File: config.mk
export PLATFORM = sky130hd
export DESIGN_NAME = pspp_outq
export DESIGN_NICKNAME = d
export VERILOG_FILES = /design/src/hdl/polar_scan_point_plotter_core_assert.svh /design/src/hdl/pspp_pkg.sv /design/src/hdl/pspp_outq.sv
export SDC_FILE = /design/constraint.sdc
export NUM_CORES = 1
export LEC_CHECK = 0
export ABC_AREA = 1
export BUFFER_PORTS_ARGS = -buffer_cell sky130_fd_sc_hd__buf_2
export CORE_UTILIZATION = 30
export DETAILED_ROUTE_END_ITERATION = 12
export MAX_ROUTING_LAYER = met4
export SLEW_MARGIN = 25
export SYNTH_ARGS = -nofsm -noshare
export SYNTH_HDL_FRONTEND = slang
export SYNTH_SLANG_ARGS = --single-unit
File: constraint.sdc
create_clock -name aclk -period 3.2 [get_ports aclk]
set_input_delay 0.32 -clock aclk [delete_from_list [all_inputs] [get_ports aclk]]
set_output_delay 0.32 -clock aclk [all_outputs]
set_load 0.05 [all_outputs]
File: src/hdl/polar_scan_point_plotter_core_assert.svh
// ---------------------------------------------------------------------------
// polar scan point plotter assertion macros
// shared concurrent assertion forms, clocked on aclk, disabled in reset
// ---------------------------------------------------------------------------
`ifndef POLAR_SCAN_POINT_PLOTTER_CORE_ASSERT_SVH
`define POLAR_SCAN_POINT_PLOTTER_CORE_ASSERT_SVH

// same-cycle implication
`define PSPP_ASSERT_IMPL(label, ante, cons, msg) \
    label: assert property (@(posedge aclk) disable iff (!aresetn) (ante) |-> (cons)) \
        else $error(msg);

// next-cycle implication
`define PSPP_ASSERT_NEXT(label, ante, cons, msg) \
    label: assert property (@(posedge aclk) disable iff (!aresetn) (ante) |=> (cons)) \
        else $error(msg);

`endif

File: src/hdl/pspp_pkg.sv
// ---------------------------------------------------------------------------
// pspp_pkg
// types, constants and the quarter sine table of the polar scan point plotter
// ---------------------------------------------------------------------------
`default_nettype none

package pspp_pkg;

    localparam int BIN_W    = 9;
    localparam int DIST_W   = 16;
    localparam int CONF_W   = 8;
    localparam int COORD_W  = 8;
    localparam int COLOUR_W = 2;
    localparam int RSEL_W   = 4;
    localparam int RANGE_W  = 14;
    localparam int SIN_W    = 31;
    localparam int AMP_W    = 23;
    localparam int PROD_W   = 54;
    localparam int FRAC_W   = 30;
    localparam int DEN_W    = 44;
    localparam int QUO_W    = 7;
    localparam int DEG_W    = 7;
    localparam int POS_W    = 9;

    localparam int OQ_DEPTH = 4;
    localparam int OQ_PTR_W = $clog2(OQ_DEPTH);
    localparam int OQ_CNT_W = $clog2(OQ_DEPTH + 1);

    localparam logic CMD_ERASE = 1'b0;
    localparam logic CMD_PLOT  = 1'b1;

    localparam logic [COLOUR_W-1:0] COLOUR_BLACK = 2'd0;
    localparam logic [COLOUR_W-1:0] COLOUR_GREEN = 2'd1;
    localparam logic [COLOUR_W-1:0] COLOUR_RED   = 2'd2;

    localparam logic [RSEL_W-1:0] RSEL_RESET = 4'd3;
    localparam logic [RSEL_W-1:0] RSEL_MAX   = 4'd9;

    localparam logic [RANGE_W-1:0] RANGE_MM [0:9] = '{
        14'd12000, 14'd9000, 14'd6000, 14'd3000, 14'd2000,
        14'd1000, 14'd700, 14'd500, 14'd300, 14'd100
    };

    localparam logic [DIST_W-1:0] MIN_DIST    = 16'd50;
    localparam logic [CONF_W-1:0] MIN_CONF    = 8'd10;
    localparam logic [6:0]        PLOT_RADIUS = 7'd94;

    localparam logic [COORD_W-1:0] CENTRE_X = 8'd102;
    localparam logic [COORD_W-1:0] CENTRE_Y = 8'd132;

    localparam logic [POS_W-1:0] WIN_X_LO = 9'd7;
    localparam logic [POS_W-1:0] WIN_X_HI = 9'd198;
    localparam logic [POS_W-1:0] WIN_Y_LO = 9'd35;
    localparam logic [POS_W-1:0] WIN_Y_HI = 9'd228;

    localparam logic [BIN_W-1:0] DEG_QUARTER = 9'd90;
    localparam logic [BIN_W-1:0] DEG_HALF    = 9'd180;
    localparam logic [BIN_W-1:0] DEG_3Q      = 9'd270;
    localparam logic [BIN_W-1:0] DEG_FULL    = 9'd360;

    localparam logic [63:0] PI_Q30 = 64'd3373259426;
    localparam logic [63:0] TAYLOR_DIV [1:5] = '{64'd6, 64'd20, 64'd42, 64'd72, 64'd110};

    typedef logic [SIN_W-1:0] sin_table_t [0:90];

    // q30 sine of 0..90 degrees, taylor series to the eleventh power
    function automatic sin_table_t build_sin_table();
        sin_table_t  tbl;
        logic [63:0] r;
        logic [63:0] term;
        logic [63:0] s;
        for (int d = 0; d <= 90; d++) begin
            r    = (64'(d) * PI_Q30) / 64'(DEG_HALF);
            term = r;
            s    = r;
            for (int k = 1; k <= 5; k++) begin
                term = (((term * r) >> FRAC_W) * r) >> FRAC_W;
                term = term / TAYLOR_DIV[k];
                if ((k & 1) == 1) begin
                    s = s - term;
                end else begin
                    s = s + term;
                end
            end
            tbl[d] = s[SIN_W-1:0];
        end
        return tbl;
    endfunction

    localparam sin_table_t SIN_TABLE = build_sin_table();

    typedef struct packed {
        logic               cmd;
        logic [BIN_W-1:0]   angle_bin;
        logic [DIST_W-1:0]  reach_mm;
        logic [CONF_W-1:0]  confidence;
        logic               frame_end;
    } in_item_t;

    typedef struct packed {
        logic [COORD_W-1:0]  pixel_x;
        logic [COORD_W-1:0]  pixel_y;
        logic [COLOUR_W-1:0] colour_code;
        logic                last_of_run;
    } out_item_t;

    typedef struct packed {
        logic               valid;
        logic [COORD_W-1:0] x;
        logic [COORD_W-1:0] y;
    } entry_t;

    typedef struct packed {
        logic               valid;
        logic               cmd;
        logic               frame_end;
        logic               in_range;
        logic               drawn;
        logic [BIN_W-1:0]   bin;
        logic [COORD_W-1:0] x;
        logic [COORD_W-1:0] y;
    } point_t;

    typedef struct packed {
        logic [1:0] count;
        out_item_t  first;
        out_item_t  second;
    } push_t;

endpackage

`default_nettype wire

File: src/hdl/pspp_outq.sv
// ---------------------------------------------------------------------------
// pspp_outq
// result queue: takes up to two pixel items a cycle, hands out one, and
// holds the pipeline while fewer than two slots are free
// ---------------------------------------------------------------------------
`default_nettype none

module pspp_outq (
    input  wire logic                aclk,
    input  wire logic                aresetn,
    input  wire pspp_pkg::push_t     push,
    output logic                     en,
    output logic                     m_valid,
    input  wire logic                m_ready,
    output pspp_pkg::out_item_t      m_item
);

    pspp_pkg::out_item_t              fifo_reg [0:pspp_pkg::OQ_DEPTH-1];
    logic [pspp_pkg::OQ_PTR_W-1:0]    rd_ptr_reg;
    logic [pspp_pkg::OQ_PTR_W-1:0]    wr_ptr_reg;
    logic [pspp_pkg::OQ_CNT_W-1:0]    count_reg;
    logic [pspp_pkg::OQ_CNT_W-1:0]    count_next;
    logic [1:0]                       push_n;
    logic                             pop;

    assign en      = count_reg <= pspp_pkg::OQ_CNT_W'(pspp_pkg::OQ_DEPTH - 2);
    assign m_valid = count_reg != '0;
    assign m_item  = fifo_reg[rd_ptr_reg];
    assign pop     = m_valid && m_ready;
    assign push_n  = en ? push.count : 2'd0;

    assign count_next = count_reg + pspp_pkg::OQ_CNT_W'(push_n) - pspp_pkg::OQ_CNT_W'(pop);

    always_ff @(posedge aclk) begin
        if (push_n != 2'd0) begin
            fifo_reg[wr_ptr_reg] <= push.first;
        end
        if (push_n == 2'd2) begin
            fifo_reg[pspp_pkg::OQ_PTR_W'(wr_ptr_reg + 1'b1)] <= push.second;
        end
    end

    always_ff @(posedge aclk) begin
        if (!aresetn) begin
            rd_ptr_reg <= '0;
            wr_ptr_reg <= '0;
            count_reg  <= '0;
        end else begin
            rd_ptr_reg <= rd_ptr_reg + pspp_pkg::OQ_PTR_W'(pop);
            wr_ptr_reg <= wr_ptr_reg + pspp_pkg::OQ_PTR_W'(push_n);
            count_reg  <= count_next;
        end
    end

endmodule

`default_nettype wire

==> summary.md, run 1 <==
| Metric | Value |
|---|---|
| Die Y | `between 100 and 150 um` |
| Design Power | `about 4.4 mW` |
| Syn Area/Cell | `approximately 8.5 um^2` |
| Gpl congestion | `roughly 0.76` |
| Final Max Tran Viols | `0` |
| CP max stage delay | `~0.80 ns` |
| Diodes inserted | `0` |
| Max transition margin | `between 50% and 60%` |
| Final Routed Wirelength | `roughly 12 mm` |
| First-pass GRT wire length | `around 18 mm` |
| Worst-Skew Late Latency | `roughly 0.33 ns` |
| # H-tree levels | `3` |
| Die W | `121 um` |
| R2r endpoint | `fifo_reg[1][2]` |
| Layout Skew | `about 0.0054 ns` |
| Worst-path fanout max | `21` |
| Power per cell area | `between 800 and 900 mW/mm^2` |
| Slowest cell on the critical path | `dfxtp_1` |
| Fin crit share | `79.3%` |
| Post-route DRC | `0` |
| CP startpoint | `rd_ptr_reg[1]` |
| Vias in the first global route | `3,703` |
| Placement Cell Area | `~0.0047 mm^2` |
| Cell breakdown of the critical path | `inv_1 -> o21ai_0 -> o22ai_1 -> buf_2` |
| Final setup viols | `0` |
| Area of the multi-input gates | `around 0.0016 mm^2` |
| Fill cells | `1,395` |
| CTS sink count | `83` |
| TNS Setup | `0 ns` |
| Hold WS | `between 0.2 and 0.3 ns` |
| RSZ-0062 raised after global routing | `no` |
| Worst Path Buf+Inv | `2` |
| Lkg Pwr | `roughly 2.2 nW` |
| Cells after synthesis | `around 500` |
| Die Area | `around 0.015 mm^2` |
| Rows | `between 40 and 50` |
| Worst EP required | `2.88 ns` |
| Total CTS buffers | `9` |
| YS warnings | `0` |
| Setup crit end kind | `output port` |
| Worst Tran Pin Value | `0.741 ns` |
| Max VDD drop | `~0.45 mV` |
| Fmax | `a little under 0.4 GHz` |
| Grt ovf | `0` |
| Total track usage | `around 17%` |
| Initial Util | `around a third` |
| DPL Wire Length | `around 7.5 mm` |
| DRT iter0 DRCs | `about 240` |
| First-pass DRT Iterations | `5` |
| Hold Buf Count CTS | `0` |
| Critical path's top delay family | `flip-flops` |
| CTS max path bufs | `2` |
| Share of post-route cells with drive strength above 1 | `16.8%` |
| Via-to-Cell Ratio | `4.97` |
| Reg2reg start | `count_reg[0]` |
| Fin nets | `roughly 600` |
| Top Ports | `64` |
| Mapped Nets | `542` |
| Via count | `roughly 3,700` |
| Min Tclk post-route | `between 2 and 3 ns` |
| Core ar. | `0.0135 mm^2` |
| Post-synth cell types | `20` |
| Hold WC Path Type | `input port to flip-flop` |
| Mapped cell area | `0.00422 mm^2` |
| Arr. time, crit path | `between 2 and 2.5 ns` |
| Worst setup path endpoint | `m_item[5]` |
| Post-CTS sizing | `0` |
| Post-route cell area | `approximately 0.0050 mm^2` |
| Crit start category | `flip-flop` |
| Synthesized flop and latch total | `83` |
| Pin count of the biggest net entering global routing | `just over 40` |
| Most common cell after layout, fill and taps aside | `nand2_1` |
| Number of I/O port buffers | `63` |
| Max reg flops | `76` |
| Status | `completed` |
| CTS Root Cell | `clkbuf_16` |
| Max-cap check violation count | `0` |
| Final hold violation count | `0` |
| Initial antenna violation count | `0` |
| Reg area | `0.00242 mm^2` |
| Post-synthesis sequential area ratio | `between 50% and 60%` |
| Area Overhead vs Synth | `19.5%` |
| Leading cell types in the layout, fill and taps excluded | `243 x nand2_1, 76 x edfxtp_1, 63 x buf_2` |
| Antenna Nets Post-Route | `0` |
| Crit Path Class | `flip-flop to output port` |
| Setup bufs post-CTS | `0` |
| Drt wl/cell | `between 15 and 20 um` |
| CTS tree | `done` |
| Cell count along the critical path | `4` |
| R2R setup slack | `0.96 ns` |
| Clock slew at reported path FFs | `around 0.060 ns` |
| Reg2Reg Depth | `4` |
worst min path at each step:
stage	from	to	slack (ns)	depth (start not counted)
after floorplan	aresetn	count_reg[0]	0.41	2
after global placement	count_reg[2]	count_reg[2]	0.57	3
after detailed placement	count_reg[2]	count_reg[2]	0.59	3
after CTS	aresetn	count_reg[1]	0.26	3
after global routing	aresetn	count_reg[0]	0.29	3
final	aresetn	count_reg[1]	0.27	3
Yosys cell counts:
master / n / area share, %
buf_4: 4 / 0.71
nand4_1: 5 / 0.74
clkbuf_1: 19 / 1.7
nor2_4: 4 / 1.1
nand2_1: 243 / 22
o22ai_1: 19 / 2.8
nand3_4: 1 / 0.42
nor2_1: 44 / 3.9
edfxtp_1: 76 / 54
xnor2_1: 2 / 0.42
a21oi_4: 1 / 0.39
fa_1: 1 / 0.47
buf_1: 1 / 0.089
nand3_1: 2 / 0.24
and2_1: 1 / 0.15
o21ai_0: 44 / 5.2
ha_1: 3 / 0.89
inv_1: 16 / 1.4
dfxtp_1: 7 / 3.3
a21oi_1: 2 / 0.24
metal layers:
metal | wire, um | vias to the layer above | track usage (%)
li1 | - | 1758 | -
met4 | 193 | 0 | 7.41
met1 | 5020 | 1758 | 20.5
met3 | 595 | 16 | 2.83
met5 | 0 | - | -
met2 | 5860 | 123 | 29.1
final cells by class:
type                            instances  area share [%]
Clock buffer                           12            4.70
Tap cell                              176            4.37
Timing Repair Buffer                   73            7.75
Multi-Input combinational cell        372            32.6
Sequential cell                        83            48.1
Clock inverter                          3            1.27
Inverter                               16            1.19
per-stage QoR:
step                      instances  util, %  setup slack [ns]
after floorplan                 495        -             0.297
after global placement          720     35.2             0.986
after detailed placement        720     35.2             0.955
after CTS                       735     37.4             0.660
after global routing            735     37.4             0.515
final                           735     37.4             0.664
power breakdown:
group | internal, mW | total [mW] | switching, mW
combinational | 0.409 | 1.72 | 1.31
clock | 0.678 | 1.07 | 0.394
sequential | 1.52 | 1.62 | 0.0947
total | 2.61 | 4.41 | 1.80
worst min-delay path, stage by stage:
cell and delay, ns:
buf_2 0.15, nand2_1 0.07, inv_1 0.03
cells by family after synthesis:
group           Yosys count  synth area share [%]
simple gates            300                  28.2
flops                    83                  57.5
compound gates           66                  8.67
buf+inv                  40                  3.92
fa+ha+maj                 4                  1.37
xor+xnor                  2                 0.416
No activity file was read; power rests on OpenSTA's default activity.
==> run 2: changes to the inputs <==
- clock period: 3.2 -> 2.5 ns (I/O delays scaled with it)
==> summary.md, run 2 (synthesized netlist as in run 1, its figures left out) <==
| Metric | Value |
|---|---|
| Area of the multi-input gates | `0.00164 mm^2 (unchanged)` |
| Final Max Tran Viols | `0 (unchanged)` |
| Reg2Reg Depth | `8 (+4)` |
| Reg2reg start | `count_reg[0]` |
| Final setup viols | `0 (unchanged)` |
| Crit Path Class | `flip-flop to output port` |
| Number of I/O port buffers | `63 (unchanged)` |
| CP max stage delay | `0.49 ns (-0.31 ns)` |
| Hold Path Sink | `rd_ptr_reg[1]` |
| Hold path depth | `3 (unchanged)` |
| Top Ports | `64 (unchanged)` |
| Lkg Pwr | `2.20 nW (-0.15%)` |
| Initial antenna violation count | `1 (+1)` |
| Critical path's top delay family | `buffers and inverters` |
| Fmax | `0.466 GHz` |
| Min Tclk post-route | `around 2.1 ns` |
| Total CTS buffers | `9 (unchanged)` |
| Clock slew at reported path FFs | `0.06 ns (about the same)` |
| Final Routed Wirelength | `11.4 mm (-2.0%)` |
| Post-route DRC | `0 (unchanged)` |
| Rows | `42 (unchanged)` |
| R2R setup slack | `0.47 ns (-0.49 ns)` |
| Layout Skew | `0.00791 ns (+0.00251 ns)` |
| Placement Cell Area | `0.00476 mm^2 (+0.42%)` |
| Slowest cell on the critical path | `inv_1` |
| # H-tree levels | `3 (unchanged)` |
| Die W | `121 um (unchanged)` |
| Worst-path fanout max | `20 (-4.8%)` |
| Drt wl/cell | `15.5 um (-2.4%)` |
| Worst-Skew Late Latency | `0.34 ns (about the same)` |
| Total track usage | `17.2% (-0.10 points)` |
| Crit start category | `flip-flop` |
| CTS Root Cell | `clkbuf_16` |
| Worst Path Buf+Inv | `2 (unchanged)` |
| Via-to-Cell Ratio | `4.71 (-5.2%)` |
| Max reg flops | `76 (unchanged)` |
| Antenna Nets Post-Route | `0 (unchanged)` |
| Most common cell after layout, fill and taps aside | `nand2_1` |
| Initial Util | `31.3% (unchanged)` |
| Core ar. | `0.0135 mm^2 (unchanged)` |
| Fill cells | `1,388 (-0.50%)` |
| First-pass GRT wire length | `18.1 mm (-2.0%)` |
| Worst Tran Pin Value | `0.690 ns (-0.0517 ns)` |
| Hold path startpoint | `aresetn` |
| Grt ovf | `0 (unchanged)` |
| Gpl congestion | `0.798 (+4.6%)` |
| Final setup margin | `0.356 ns (-0.308 ns)` |
| Area Overhead vs Synth | `19.1%` |
| Post-CTS sizing | `0 (unchanged)` |
| Setup bufs post-CTS | `0 (unchanged)` |
| CTS sink count | `83 (unchanged)` |
| DRT iter0 DRCs | `261 (+7.0%)` |
| First-pass DRT Iterations | `4 (-1)` |
| DPL Wire Length | `7.07 mm (-5.3%)` |
| Reg area | `0.00242 mm^2 (unchanged)` |
| Fin nets | `603 (+0.17%)` |
| Place WS | `0.480 ns (-0.474 ns)` |
| Arr. time, crit path | `1.89 ns (-0.33 ns)` |
| Via count | `3,479 (-4.8%)` |
| R2r endpoint | `count_reg[2]` |
| Max VDD drop | `0.431 mV (-3.6%)` |
| Leading cell types in the layout, fill and taps excluded | `243 x nand2_1, 76 x edfxtp_1, 63 x buf_2` |
| Max transition margin | `53.5% (+3.0 points)` |
| Post-route cell area | `0.00502 mm^2 (-0.35%)` |
| RSZ-0062 raised after global routing | `no` |
| Setup crit end kind | `output port` |
| CTS max path bufs | `2 (unchanged)` |
| Hold WC Path Type | `input port to flip-flop` |
| Fin crit share | `a little under nine tenths` |
| Status | `completed` |
| CP startpoint | `rd_ptr_reg[1]` |
| Worst EP required | `2.25 ns (-0.63 ns)` |
| Max-cap check violation count | `0 (unchanged)` |
| Vias in the first global route | `3,554 (-4.0%)` |
| Die Area | `0.0145 mm^2 (unchanged)` |
| CTS tree | `done` |
| Hold Buf Count CTS | `0 (unchanged)` |
| Power per cell area | `1090 mW/mm^2 (+25%)` |
| Die Y | `121 um (unchanged)` |
| Share of post-route cells with drive strength above 1 | `17.5% (+0.65 points)` |
| Final hold violation count | `0 (unchanged)` |
| Pin count of the biggest net entering global routing | `41 (unchanged)` |
| Cell breakdown of the critical path | `inv_1 -> o21ai_0 -> o22ai_1 -> buf_2` |
==> run 2: per-layer routing <==
metal	vias to the layer above	global-route usage [%]	share of wire, %
met2	102	29.7	52
met3	11	2.59	6.7
met5	-	-	0
met1	1610	19.7	40
li1	1756	-	-
met4	0	7.87	1.6
==> run 2: area by class of cell <==
class,instances,area share [%]
sequential,83,48.3
clock buffer,9,4.49
tap,176,4.39
antenna,1,0.0499
multi-input combinational,372,32.7
clock inverter,7,0.698
timing repair buffer,74,8.18
inverter,16,1.20
==> run 2: tightest hold or removal path, cell delays in order <==
cell	delay, ns
buf_2	0.14
inv_1	0.06
a21oi_1	0.03
==> run 2: worst max path at each step <==
stage / endpoint / slack (ns) / cells past startpoint
detailed placement: count_reg[2] / 0.48 / 8
CTS: m_item[5] / 0.34 / 4
global route: m_item[5] / 0.23 / 4
floorplan: fifo_reg[0][0] / -0.40 / 3
global placement: count_reg[2] / 0.55 / 8
finish: m_item[5] / 0.36 / 4
==> run 2: where the power goes <==
part	internal, mW	switching [mW]	leakage [nW]
logic	0.540	1.69	1.30
registers	1.95	0.0984	0.762
clock network	0.658	0.532	0.130
total	3.15	2.32	2.20
==> run 2: metrics by stage <==
| step | hold WS [ns] | utilization (%) | TNS (ns) | total power [mW] | cells |
|---|---|---|---|---|---|
| after CTS | 0.174 | 37.3 | 0 | 5.52 | 737 |
| after global routing | 0.207 | 37.3 | 0 | 5.76 | 738 |
| final | 0.179 | 37.3 | 0 | 5.47 | 738 |
| after floorplan | 0.343 | - | -30.62 | 3.67 | 495 |
| after global placement | 0.530 | 35.4 | 0 | 4.27 | 721 |
| after detailed placement | 0.536 | 35.4 | 0 | 4.34 | 721 |
